[src/rtl/core/fcbs_pkg.sv]
// shared types and constants for the frustum culling block
// no dependencies; used by the interfaces and every rtl module
`default_nettype none

package fcbs_pkg;

	localparam int COORD_WIDTH = 16;
	localparam int PLANE_COUNT = 6;

	localparam int NUM_PLANES  = 6;
	localparam int CFG_IDX_W   = 3;
	localparam int CFG_DATA_W  = 64;
	localparam int NRM_W       = 16;
	localparam int OFS_W       = 16;
	localparam int FRAC_SHIFT  = 14;
	localparam int RAD_W       = COORD_WIDTH - 1;
	localparam int PROD_W      = NRM_W + COORD_WIDTH;
	localparam int OFS_TERM_W  = OFS_W + FRAC_SHIFT;
	localparam int SUM_W       = ((PROD_W > OFS_TERM_W) ? PROD_W : OFS_TERM_W) + 3;

	typedef enum logic {
		OP_BOX    = 1'b0,
		OP_SPHERE = 1'b1
	} op_t;

	typedef enum logic [CFG_IDX_W-1:0] {
		REG_PLANE_LEFT   = 3'd0,
		REG_PLANE_RIGHT  = 3'd1,
		REG_PLANE_BOTTOM = 3'd2,
		REG_PLANE_TOP    = 3'd3,
		REG_PLANE_NEAR   = 3'd4,
		REG_PLANE_FAR    = 3'd5
	} reg_idx_t;

	// packed plane register: offset on top, normal x in the low bits
	typedef struct packed {
		logic signed [OFS_W-1:0] d;
		logic signed [NRM_W-1:0] nz;
		logic signed [NRM_W-1:0] ny;
		logic signed [NRM_W-1:0] nx;
	} plane_t;

endpackage

`default_nettype wire

[src/rtl/core/fcbs_cfg_regs.sv]
// plane register file written through the plain configuration port
// depends on fcbs_pkg
`default_nettype none

module fcbs_cfg_regs (
	input  wire logic                                clk,
	input  wire logic                                arst_n,
	input  wire logic                                we,
	input  wire logic [fcbs_pkg::CFG_IDX_W-1:0]      index,
	input  wire logic [fcbs_pkg::CFG_DATA_W-1:0]     data,
	output fcbs_pkg::plane_t [fcbs_pkg::NUM_PLANES-1:0] planes
);

	fcbs_pkg::plane_t [fcbs_pkg::NUM_PLANES-1:0] planes_q;

	always_ff @(posedge clk or negedge arst_n) begin
		if (!arst_n) begin
			planes_q <= '0;
		end else if (we) begin
			unique case (fcbs_pkg::reg_idx_t'(index))
				fcbs_pkg::REG_PLANE_LEFT:   planes_q[0] <= fcbs_pkg::plane_t'(data);
				fcbs_pkg::REG_PLANE_RIGHT:  planes_q[1] <= fcbs_pkg::plane_t'(data);
				fcbs_pkg::REG_PLANE_BOTTOM: planes_q[2] <= fcbs_pkg::plane_t'(data);
				fcbs_pkg::REG_PLANE_TOP:    planes_q[3] <= fcbs_pkg::plane_t'(data);
				fcbs_pkg::REG_PLANE_NEAR:   planes_q[4] <= fcbs_pkg::plane_t'(data);
				fcbs_pkg::REG_PLANE_FAR:    planes_q[5] <= fcbs_pkg::plane_t'(data);
				default: ; // unmapped index, write dropped
			endcase
		end
	end

	assign planes = planes_q;

endmodule

`default_nettype wire

[config.mk]
export PLATFORM = sky130hd
export DESIGN_NAME = fcbs_cfg_regs
export DESIGN_NICKNAME = d
export VERILOG_FILES = /design/src/rtl/core/fcbs_pkg.sv /design/src/rtl/core/fcbs_cfg_regs.sv
export SDC_FILE = /design/constraint.sdc
export NUM_CORES = 1
export LEC_CHECK = 0
export BUFFER_PORTS_ARGS = -buffer_cell sky130_fd_sc_hd__clkbuf_2
export CAP_MARGIN = 20
export CORE_MARGIN = 2
export CORE_UTILIZATION = 48
export CTS_BUF_LIST = sky130_fd_sc_hd__clkbuf_8
export CTS_CLUSTER_DIAMETER = 80
export DETAILED_ROUTE_END_ITERATION = 8
export HOLD_SLACK_MARGIN = 0.08
export PLACE_DENSITY = 0.75
export SETUP_SLACK_MARGIN = 0.02
export SLEW_MARGIN = 10
export SYNTH_ARGS = -nofsm -noshare
export SYNTH_HDL_FRONTEND = slang
export SYNTH_SLANG_ARGS = --single-unit
[constraint.sdc]
create_clock -name clk -period 0.8 [get_ports clk]
set_clock_uncertainty 0.15 [all_clocks]
set_input_delay 0.16 -clock clk [delete_from_list [all_inputs] [get_ports clk]]
set_output_delay 0.16 -clock clk [all_outputs]
set_load 0.03 [all_outputs]
# Word level (Yosys, flattened, before mapping)
# Index checks and enable logic that the tools add are counted.
# op_classes
eq_ne	5
n_reduce_logical	7
# ops
op	n
AND reduction 2 bit	6
equality test 3 x 2 -> 1 bit (second input constant)	2
equality test 3 bit (second input constant)	2
equality test 3 x 1 -> 1 bit (second input constant)	1
logical NOT 3 bit	1
# word_totals
register_bits	384
inputBits	70
out_inout_bits	384
elab_cells	36

# Depth between registers and ports, before layout
# depth
depth_word	2
mapped_depth	4
ltp_nobuf	2

# Worst setup path before layout
# No wires, ideal clock.
# synth_path
path_type	in2reg
start	input port index[1] (netlist name)
end	register planes_q, in the netlist planes[0]
setup_time_ns	0.127
arrival_time_ns	1.077
t_required_ns	0.523
setup_slack_ns	-0.555
cell_stages	4
path_buffers	2
path_cell_list	nor4b_2 buf_4 buf_6 mux2_1
# synth_between
elab_chain_len	2
# synth_lines
item	line_no	text
from (decl)	fcbs_cfg_regs.sv:9	input wire logic [fcbs_pkg::CFG_IDX_W-1:0] index,
logical NOT 3 bit	fcbs_cfg_regs.sv:20	unique case (fcbs_pkg::reg_idx_t'(index))
AND reduction 2 bit (no line)	-	
to (decl)	fcbs_cfg_regs.sv:14	fcbs_pkg::plane_t [fcbs_pkg::NUM_PLANES-1:0] planes_q;
# Every way passes these cells.
# A chain may end at the register's enable or synchronous reset.

# Worst setup path after layout
# layout_path
start	register planes_q, in the netlist planes[252]
end	output port planes[252] (netlist name)
# layout_rtl
item	line_no	text
to (decl)	fcbs_cfg_regs.sv:11	output fcbs_pkg::plane_t [fcbs_pkg::NUM_PLANES-1:0] planes
# No word-level cell between the ends.

==> run summary <==
Worst skew pair latency = 0.63 ns
Final worst slack = -0.7713 ns
Final setup fails = 1141
Family with the most delay on the worst path = flip-flops
Failing checks = hold timing, setup timing
Max stage delay on crit path = 0.46 ns
Fin util = 87.85%
Mapped Cells = 816
Synthesized net count = 886
DP HPWL = 27.90 mm
Final count of hold timing violations = 259
Crit start category = register
Post-synthesis sequential area ratio = 63.46%
Fin Hold WS = -0.2729 ns
R2R Setup Slk = -0.45 ns
DRT Wirelength = 67.10 mm
Worst-path fanout max = 2
Commonest non-fill, non-tap cell in the layout = mux2_4
Tightest Hold Check Type = input port to register
Slew Viols, Final = 0
Lkg Pwr = 13.41 nW
Buf+Inv Stages, Crit Path = 1
Share of layout cells above drive strength 1 = 83.43%
Wire length per cell = 31.89 µm
RSZ-0062 raised after global routing = yes
Vias per cell = 5.604
Starting Density = 48.36%
Initial antenna violation count = 0
Largest net degree at the start of global routing = 37
Highest-count cells in the layout ignoring fill and taps = mux2_4 (375), buf_8 (357), dfrtp_1 (229), buf_6 (227), dfrtp_2 (155)
Max-slew headroom = 56.24%
GPL Wtd Cong = 0.8455
Std cell rows = 65
Arr. time, crit path = 1.26 ns
Drt pass-1 iters = 5
Compound-cell area share of the yosys netlist = 0%
Distinct cells, synth = 11
DP Worst Slack = -0.8611 ns
CTS buffer count = 60
Filler Cells Inserted = 1053
DRT antenna net count = 0
Adder-cell area share of the yosys netlist = 0%
Gr ovfl total = 0
Tcrit/Tclk final = 196.4%
Final #Nets = 1722
Setup crit end kind = primary output
Worst-path cell chain = buf_8
Post-synthesis simple-gate area fraction = 0.4627%
Required @ worst endpoint = 0.49 ns
Power Dens Cells = 3100 nW/µm²
Drt drc = 0
Largest family of logic cells by synthesized area = multiplexers
Max-cap viol count = 0
Area growth syn-to-layout = 81.64%
GRT Util Overall = 32.67%
CTS tree = built
Maximum VDD drop = 2.206 mV
Max Fclk = 636.4 MHz
Bufs on Longest Clock Path = 3
Mux share of post-synthesis cell area = 33.02%
Die footprint = 32990 µm²
Number of synthesized register bits = 384
Die W = 181.6 µm
Vias in the first global route = 12400
Via count = 11790
Max reg flops = 384
# clock sinks = 384
Mapped cell area = 15140 µm²
XOR/XNOR Fraction of Synth Area = 0%
Footprint of the multi-input gates = 5834 µm²
ANT cells = 0
Fin crit period = 1.571 ns
H-tree depth = 2
Die Height = 181.6 µm
Syn_area_per_cell = 18.56 µm²
Kind of critical path = register to primary output
Drt initial violations = 866
Status = finished with violations
Worst-margin pin slew = 0.6543 ns
Total I/O pin count = 454
IO buf count = 453
Core ar. = 31310 µm²
Clk pin slew, worst setup/hold paths = 0.07 ns
Clock root cell = clkbuf_8
Register area = 9803 µm²
First-pass GRT wire length = 81.05 mm
Slowest CP cell = dfrtp_1
Yosys synthesis warning count = 0
==> report_power, final <==
part,internal [mW],switching (mW)
sequential,24.1,5.46
combinational,21.4,16.6
clock,8.86,8.93
total,54.3,30.9
==> per-layer routing <==
| metal | up-vias | share of wire, % | GRT usage [%] |
|---|---|---|---|
| li1 | 4555 | - | - |
| met1 | 6236 | 34 | 35.81 |
| met2 | 732 | 53 | 59.31 |
| met3 | 268 | 6.7 | 7.160 |
| met4 | 0 | 6.8 | 17.11 |
| met5 | - | 0 | 0 |
==> through the flow <==
stage | instances | power (mW) | hold slack (ns) | cell area [µm²] | TNS, ns
after floorplan | 816 | 41.18 | -0.2856 | 15960 | -181.70
after global placement | 1705 | 48.05 | -0.1774 | 19110 | -314.03
after detailed placement | 1705 | 48.48 | -0.1775 | 19110 | -319.33
after CTS | 1979 | 74.21 | -0.3171 | 24720 | -399.40
after global routing | 2104 | 87.07 | -0.2706 | 27510 | -463.13
final | 2104 | 85.26 | -0.2729 | 27510 | -429.83
==> final cells by class <==
type	count	share of cell area [%]
timing repair buffer	815	36.87
sequential	384	35.64
multi-input combinational	391	21.21
clock buffer	76	3.803
tap	402	1.829
clock inverter	36	0.6505
==> Yosys cell counts <==
cell	n	share of area, %
buf_12	6	0.79
nand4b_1	2	0.12
mux2_1	196	15
buf_2	2	0.066
buf_6	21	1.6
nor4b_2	1	0.099
and4bb_1	3	0.25
dfrtp_1	384	63
mux2_2	8	0.59
mux2_4	180	18
buf_4	13	0.64
==> logic make-up (layout without fill, tap and decap cells) <==
kind of cell / after synthesis / count (layout)
buffers and inverters: 42 / 927
and+or+nand+nor: 6 / 7
DFF: 384 / 384
muxes: 384 / 384
==> worst register-to-register path, stage by stage, from the launching register on <==
cell     delay, ns
dfrtp_1       0.45
buf_4         0.16
buf_4         0.13
mux2_4        0.25
==> worst paths after layout <==
path,to,cells after the start,startpoint
max,planes[252],1,planes[252]
min,planes[364],2,data[44]
max reg2reg,planes[240],3,planes[240]
min reg2reg,planes[134],1,planes[134]
max in group asynchronous,planes[221],4,arst_n
min in group asynchronous,planes[115],2,arst_n
==> what timing repair did <==
action                                  in CTS  in global routing
pin swaps                                    0                  3
setup buffers                              150                141
hold buffers                                12                 11
endpoints found under the hold margin      768                702
cloned                                       0                 15
endpoints found under the setup margin     768               1143
gates resized for setup                    718                739
Note: power is estimated with default switching activity, not from simulation.
