==> config.mk <==
export PLATFORM = sky130hd
export DESIGN_NAME = fcbs_lane
export DESIGN_NICKNAME = d
export VERILOG_FILES = /design/src/rtl/core/fcbs_pkg.sv /design/src/rtl/core/fcbs_lane.sv
export SDC_FILE = /design/constraint.sdc
export NUM_CORES = 2
export LEC_CHECK = 0
export ABC_AREA = 1
export BUFFER_PORTS_ARGS = -buffer_cell sky130_fd_sc_hd__buf_2
export CAP_MARGIN = 20
export CORE_MARGIN = 10
export CORE_UTILIZATION = 30
export CTS_BUF_LIST = sky130_fd_sc_hd__clkbuf_4
export DETAILED_ROUTE_END_ITERATION = 7
export PLACE_DENSITY_LB_ADDON = 0.08
export SLEW_MARGIN = 20
export SYNTH_ARGS = -nofsm -noshare
export SYNTH_HDL_FRONTEND = slang
export SYNTH_SLANG_ARGS = --single-unit
==> constraint.sdc <==
create_clock -name clk -period 9.45 [get_ports clk]
set_input_delay 0.4725 -clock clk [delete_from_list [all_inputs] [get_ports clk]]
set_output_delay 0.4725 -clock clk [all_outputs]
set_load 0.02 [all_outputs]
==> src/rtl/core/fcbs_pkg.sv <==
// shared types and constants for the frustum culling block
// no dependencies; used by the interfaces and every rtl module
`default_nettype none

package fcbs_pkg;

	localparam int COORD_WIDTH = 16;
	localparam int PLANE_COUNT = 6;

	localparam int NUM_PLANES  = 6;
	localparam int CFG_IDX_W   = 3;
	localparam int CFG_DATA_W  = 64;
	localparam int NRM_W       = 16;
	localparam int OFS_W       = 16;
	localparam int FRAC_SHIFT  = 14;
	localparam int RAD_W       = COORD_WIDTH - 1;
	localparam int PROD_W      = NRM_W + COORD_WIDTH;
	localparam int OFS_TERM_W  = OFS_W + FRAC_SHIFT;
	localparam int SUM_W       = ((PROD_W > OFS_TERM_W) ? PROD_W : OFS_TERM_W) + 3;

	typedef enum logic {
		OP_BOX    = 1'b0,
		OP_SPHERE = 1'b1
	} op_t;

	typedef enum logic [CFG_IDX_W-1:0] {
		REG_PLANE_LEFT   = 3'd0,
		REG_PLANE_RIGHT  = 3'd1,
		REG_PLANE_BOTTOM = 3'd2,
		REG_PLANE_TOP    = 3'd3,
		REG_PLANE_NEAR   = 3'd4,
		REG_PLANE_FAR    = 3'd5
	} reg_idx_t;

	// packed plane register: offset on top, normal x in the low bits
	typedef struct packed {
		logic signed [OFS_W-1:0] d;
		logic signed [NRM_W-1:0] nz;
		logic signed [NRM_W-1:0] ny;
		logic signed [NRM_W-1:0] nx;
	} plane_t;

endpackage

`default_nettype wire

==> src/rtl/core/fcbs_lane.sv <==
// one plane lane: corner select and products, registered, then distance sign
// depends on fcbs_pkg
`default_nettype none

module fcbs_lane (
	input  wire logic                                  clk,
	input  wire logic                                  en,
	input  wire fcbs_pkg::plane_t                      plane,
	input  wire fcbs_pkg::op_t                         opcode,
	input  wire logic signed [fcbs_pkg::COORD_WIDTH-1:0] point_x,
	input  wire logic signed [fcbs_pkg::COORD_WIDTH-1:0] point_y,
	input  wire logic signed [fcbs_pkg::COORD_WIDTH-1:0] point_z,
	input  wire logic signed [fcbs_pkg::COORD_WIDTH-1:0] box_max_x,
	input  wire logic signed [fcbs_pkg::COORD_WIDTH-1:0] box_max_y,
	input  wire logic signed [fcbs_pkg::COORD_WIDTH-1:0] box_max_z,
	input  wire logic        [fcbs_pkg::RAD_W-1:0]       rad_s1,
	output logic                                       cull
);

	logic signed [fcbs_pkg::COORD_WIDTH-1:0] px, py, pz;
	logic signed [fcbs_pkg::PROD_W-1:0]      prod_x_s1, prod_y_s1, prod_z_s1;
	logic signed [fcbs_pkg::SUM_W-1:0]       ofs_term, rad_term, dist_sum;
	logic                                    is_box;

	// box: take the maximum where the normal component is non-negative
	assign is_box = (opcode == fcbs_pkg::OP_BOX);
	assign px = (is_box && !plane.nx[fcbs_pkg::NRM_W-1]) ? box_max_x : point_x;
	assign py = (is_box && !plane.ny[fcbs_pkg::NRM_W-1]) ? box_max_y : point_y;
	assign pz = (is_box && !plane.nz[fcbs_pkg::NRM_W-1]) ? box_max_z : point_z;

	always_ff @(posedge clk) begin
		if (en) begin
			prod_x_s1 <= fcbs_pkg::PROD_W'(plane.nx) * fcbs_pkg::PROD_W'(px);
			prod_y_s1 <= fcbs_pkg::PROD_W'(plane.ny) * fcbs_pkg::PROD_W'(py);
			prod_z_s1 <= fcbs_pkg::PROD_W'(plane.nz) * fcbs_pkg::PROD_W'(pz);
		end
	end

	// offset and radius aligned to 14 fraction bits; radius is zero for boxes
	assign ofs_term = fcbs_pkg::SUM_W'(plane.d) <<< fcbs_pkg::FRAC_SHIFT;
	assign rad_term = signed'(fcbs_pkg::SUM_W'(rad_s1)) <<< fcbs_pkg::FRAC_SHIFT;

	assign dist_sum = fcbs_pkg::SUM_W'(prod_x_s1) + fcbs_pkg::SUM_W'(prod_y_s1)
		+ fcbs_pkg::SUM_W'(prod_z_s1) + ofs_term + rad_term;

	assign cull = dist_sum[fcbs_pkg::SUM_W-1];

endmodule

`default_nettype wire
Word-level counts from Yosys, hierarchy flattened
Cells that the tools add are included.
- register bits after elaboration: 96
- latch bits: 0
- bits in writable memories: 0
- bits in read-only memories: 0
- output and inout port bits: 1
- word-level logic and storage cells: 20
- memories kept: 0
- add/sub/neg operators: 4
- multipliers: 3
- div/mod/pow operators: 0
- magnitude comparators: 0
- equality and inequality tests: 0
- shift-type cells: 0
- mux-type cells: 3
- bitwise gates (word level): 1
- reductions and logical operators: 6
- operators with widths (operator ; number):
    16-bit by 16-bit multiplier with 32-bit output ; 3
    16-bit two-way mux ; 3
    34-bit by 30-bit adder with 35-bit output ; 1
    35-bit by 30-bit adder with 35-bit output ; 1
    33-bit by 32-bit adder with 34-bit output ; 1
    32-bit by 32-bit adder with 33-bit output ; 1
    1-bit logical AND ; 3
    1-bit logical NOT ; 3
    1-bit NOT ; 1

Logic depth before layout (Yosys ltp)
- depth after elaboration: 4
- gate-level depth with buffers: 32
- mapped depth without buffers: 29

Worst setup path before layout
OpenSTA, ideal clock, no wires.
- kind: in2reg
- start point: input plane[31] (netlist bit)
- end point: register prod_y_s1[26] (netlist bit) (data pin)
- setup time: 0.265 ns
- arrival: 5.804 ns
- data required time: 9.185 ns
- setup slack: 3.381 ns
- stages on the path: 25
- path through: buf_2 > nor2_4 > inv_2 > or2_2 > o21a_1 > inv_2 > buf_4 > nor2_1 > fa_1 > inv_1 > fa_1 > fa_1 > inv_1 > fa_1 > fa_1 > inv_1 > fa_1 > inv_1 > ha_1 > a21o_1 > a21boi_0 > o21ai_0 > nand2_1 > o211ai_1 > xor2_1
- cells in the longest elaborated chain, start to end: 4
- RTL lines (what ; line ; text):
    from (decl) ; fcbs_lane.sv:8 ; input wire fcbs_pkg::plane_t plane,
    1-bit logical NOT ; fcbs_lane.sv:28 ; assign py = (is_box && !plane.ny[fcbs_pkg::NRM_W-1]) ? box_max_y : point_y;
    1-bit logical AND ; fcbs_lane.sv:28 ;
    16-bit two-way mux ; fcbs_lane.sv:28 ;
    16-bit by 16-bit multiplier with 32-bit output (*) ; fcbs_lane.sv:34 ; prod_y_s1 <= fcbs_pkg::PROD_W'(plane.ny) * fcbs_pkg::PROD_W'(py);
    to (signal assigned) ; fcbs_lane.sv:34 ;
    to (decl) ; fcbs_lane.sv:21 ; logic signed [fcbs_pkg::PROD_W-1:0] prod_x_s1, prod_y_s1, prod_z_s1;
Mark *: on every way between the ends. The rest lies on a longest branch, timed or not.
A chain may end at the register's enable or synchronous reset.

Worst setup path in the final report
- start point: input opcode
- end point: register prod_y_s1[31] (netlist bit) (data pin)
- cells in the longest elaborated chain, start to end: 4
- RTL lines (what ; line ; text):
    from (decl) ; fcbs_lane.sv:9 ; input wire fcbs_pkg::op_t opcode,
    1-bit NOT ; fcbs_lane.sv:26 ; assign is_box = (opcode == fcbs_pkg::OP_BOX);
    1-bit logical AND ; fcbs_lane.sv:28 ;
    16-bit two-way mux ; fcbs_lane.sv:28 ;
    16-bit by 16-bit multiplier with 32-bit output ; fcbs_lane.sv:34 ;
No other way between the ends.

==> flow_summary.yaml <==
drt:
  drt_pass1_iterations: 5
  drt-initial-drc-count: 1536
  drc: 0
  drt-vias-per-instance: 4.514
  antenna_left: 0
  num_vias: 26188
  wl_per_cell_um: 19.74
  wirelength_um: 114500
critical_path:
  setup.worst_path.class: "input pin to flop"
  startpoint: "opcode"
  start_kind: "input pin"
  critical_path_arrival_ns: 7.58
  end_kind: "flop"
  path_max_fanout: 18
  worstPathRequired_ns: 9.75
hold_path:
  hp-class: "input pin to flop"
  min_from: "en"
cts:
  postCtsHoldBufs: 0
  ctsHtreeMaxLevel: 3
  postCtsSetupBuffers: 0
  clkSinkCount: 96
  cts_tree: "done"
  clk_pin_slew_worst_paths_ns: 0.16
  cts_resized: 0
  clk_path_buf_depth: 2
  cts-buffers-inserted: 9
  clockRootBuffer: "clkbuf_4"
global_routing:
  use_met2_pct: 28.42
  grt_overflow: 0
  grt_pass1_wl_um: 179200
  grtUsageMet3_pct: 2.293
  grt.busiest_layer: "met2"
  grt_use_met1_pct: 24.64
  antenna_found_initial: 4
  grt_max_degree: 68
  grt_pass1_vias: 29146
  grtUsageTotal_pct: 17.29
logic_synthesis:
  syn-mean-instance-area_um2: 8.845
  syn-num-nets: 5408
  seq_area_frac_synth_pct: 8.000
  synth_area_um2: 36040
  ys_ff_latch: 96
  syn_inst: 4074
  ys.flop_type: "edfxtp_1"
  yosysMostFrequentCell: "inv_1"
  synthArstFlopShare_pct: 0
  yosysWarningCount: 0
  synth.area.top_cells: "fa_1 47%, ha_1 11%, inv_1 10%, edfxtp_1 8.0%, nand2_1 6.6%"
  synth_edf_count: 96
  synth_common_cells: "1002 x inv_1, 851 x fa_1, 633 x nand2_1"
  synth_top_area_cell: "fa_1"
  synth_cell_types: 39
  synth_top_area_share_pct: 47.28
sta:
  worstMarginPinSlew_ns: 0.8945
  slew_viol_final: 0
  period_share_pct: 77.06
  setup_tns_ns: 0
  max_freq_mhz: 137.3
  rsz0062_at_grt: "no"
  fin_crit_ns: 7.282
  hold_viol: 0
  report.final.setup_viol: 0
  relSlewSlack_pct: 39.97
  holdWs_ns: 0.3804
final_layout:
  instances_no_fill: 5801
  postLayoutCellArea_um2: 38590
  drive_gt1_share_pct: 6.926
  area_delta_synth_final_pct: 7.083
  layout.nets: 5516
  fill_cells: 12912
outcome:
  run_status: "completed"
placed_design:
  dp.cells: 5783
  hpwl_um: 102500
  place_area_um2: 38440
  io_buffers: 178
  gp_congestion: 0.8718
floorplan:
  dieArea_um2: 134400
  row_count: 127
  die_y_um: 366.6
  start_util_pct: 30.12
  ioPinCount: 179
  die_x_um: 366.6
  core_um2: 119700
flow_run:
  drv_cap: 0
metrics by stage:
| step | util [%] | setup WS (ns) |
|---|---|---|
| finish | 32.25 | 2.168 |
| global route | 32.25 | 1.875 |
| CTS | 32.25 | 2.135 |
| detailed placement | 32.13 | 1.559 |
| global placement | 32.13 | 1.523 |
| floorplan | - | 3.381 |
logic make-up after synthesis:
group	share of synthesized area, %
and+or+nand+nor	14.56
xor gates and xnor gates	2.406
buffers and inverters	12.62
AOI/OAI and AO/OA	4.472
adders and majority gates	57.87
muxes	0.08333
DFF	8.000
layout make-up:
| class | count | area [um^2] | share of cell area (%) |
|---|---|---|---|
| multi-input combinational | 2828 | 28610 | 74.13 |
| inverter | 1061 | 3983 | 10.32 |
| sequential | 96 | 2883 | 7.471 |
| tap | 1612 | 2017 | 5.227 |
| timing repair buffer | 186 | 953.4 | 2.471 |
| clock inverter | 7 | 73.82 | 0.1913 |
| clock buffer | 9 | 67.56 | 0.1751 |
| antenna | 2 | 5.005 | 0.01297 |
routing by layer:
metal	up-vias	wire length, um
met5	-	19
met4	4	1315
met3	53	4915
met2	492	54020
met1	13449	54250
li1	12190	-
layout by cell type (no fill, tap or decap), types with 14 or more instances in the layout:
| cell | instances |
|---|---|
| or2_1 | 28 |
| nand4_1 | 25 |
| xnor2_1 | 30 |
| nor3_1 | 14 |
| a21oi_1 | 104 |
| edfxtp_1 | 96 |
| o21ai_2 | 27 |
| o21bai_1 | 18 |
| xor2_1 | 69 |
| clkinv_1 | 18 |
| o21ai_0 | 52 |
| inv_1 | 1002 |
| a21o_1 | 20 |
| nor2_1 | 500 |
| o21a_1 | 15 |
| nand3_1 | 76 |
| inv_2 | 41 |
| nand2_1 | 633 |
| fa_1 | 851 |
| buf_2 | 177 |
| or2_2 | 15 |
| ha_1 | 305 |
worst paths after layout:
kind	endpoint	slack (ns)	depth (start not counted)
setup / recovery	prod_y_s1[31]$_DFFE_PP_	2.17	27
hold / removal	prod_z_s1[27]$_DFFE_PP_	0.38	1
state kept, by name, summed over array words and instances, names as in the netlist:
name and cells:
prod_x_s1 32, prod_y_s1 32, prod_z_s1 32
critical path, stage by stage:
cell,delay [ns]
buf_2,0.31
nor2_4,0.60
inv_2,0.23
or2_2,0.34
o21a_1,0.20
inv_1,0.44
nor2_1,0.10
fa_1,0.50
inv_1,0.05
fa_1,0.46
fa_1,0.52
inv_1,0.06
fa_1,0.51
fa_1,0.50
inv_1,0.05
fa_1,0.48
inv_1,0.04
ha_1,0.41
nand2_1,0.15
nor2_1,0.33
nand2_1,0.14
nand3_1,0.20
nand2_1,0.08
nand3_1,0.15
inv_1,0.06
nand2_1,0.06
nand2_1,0.08
Power is not shown: default switching activity piles up to over one toggle a cycle in this logic, so the estimate is an artifact.
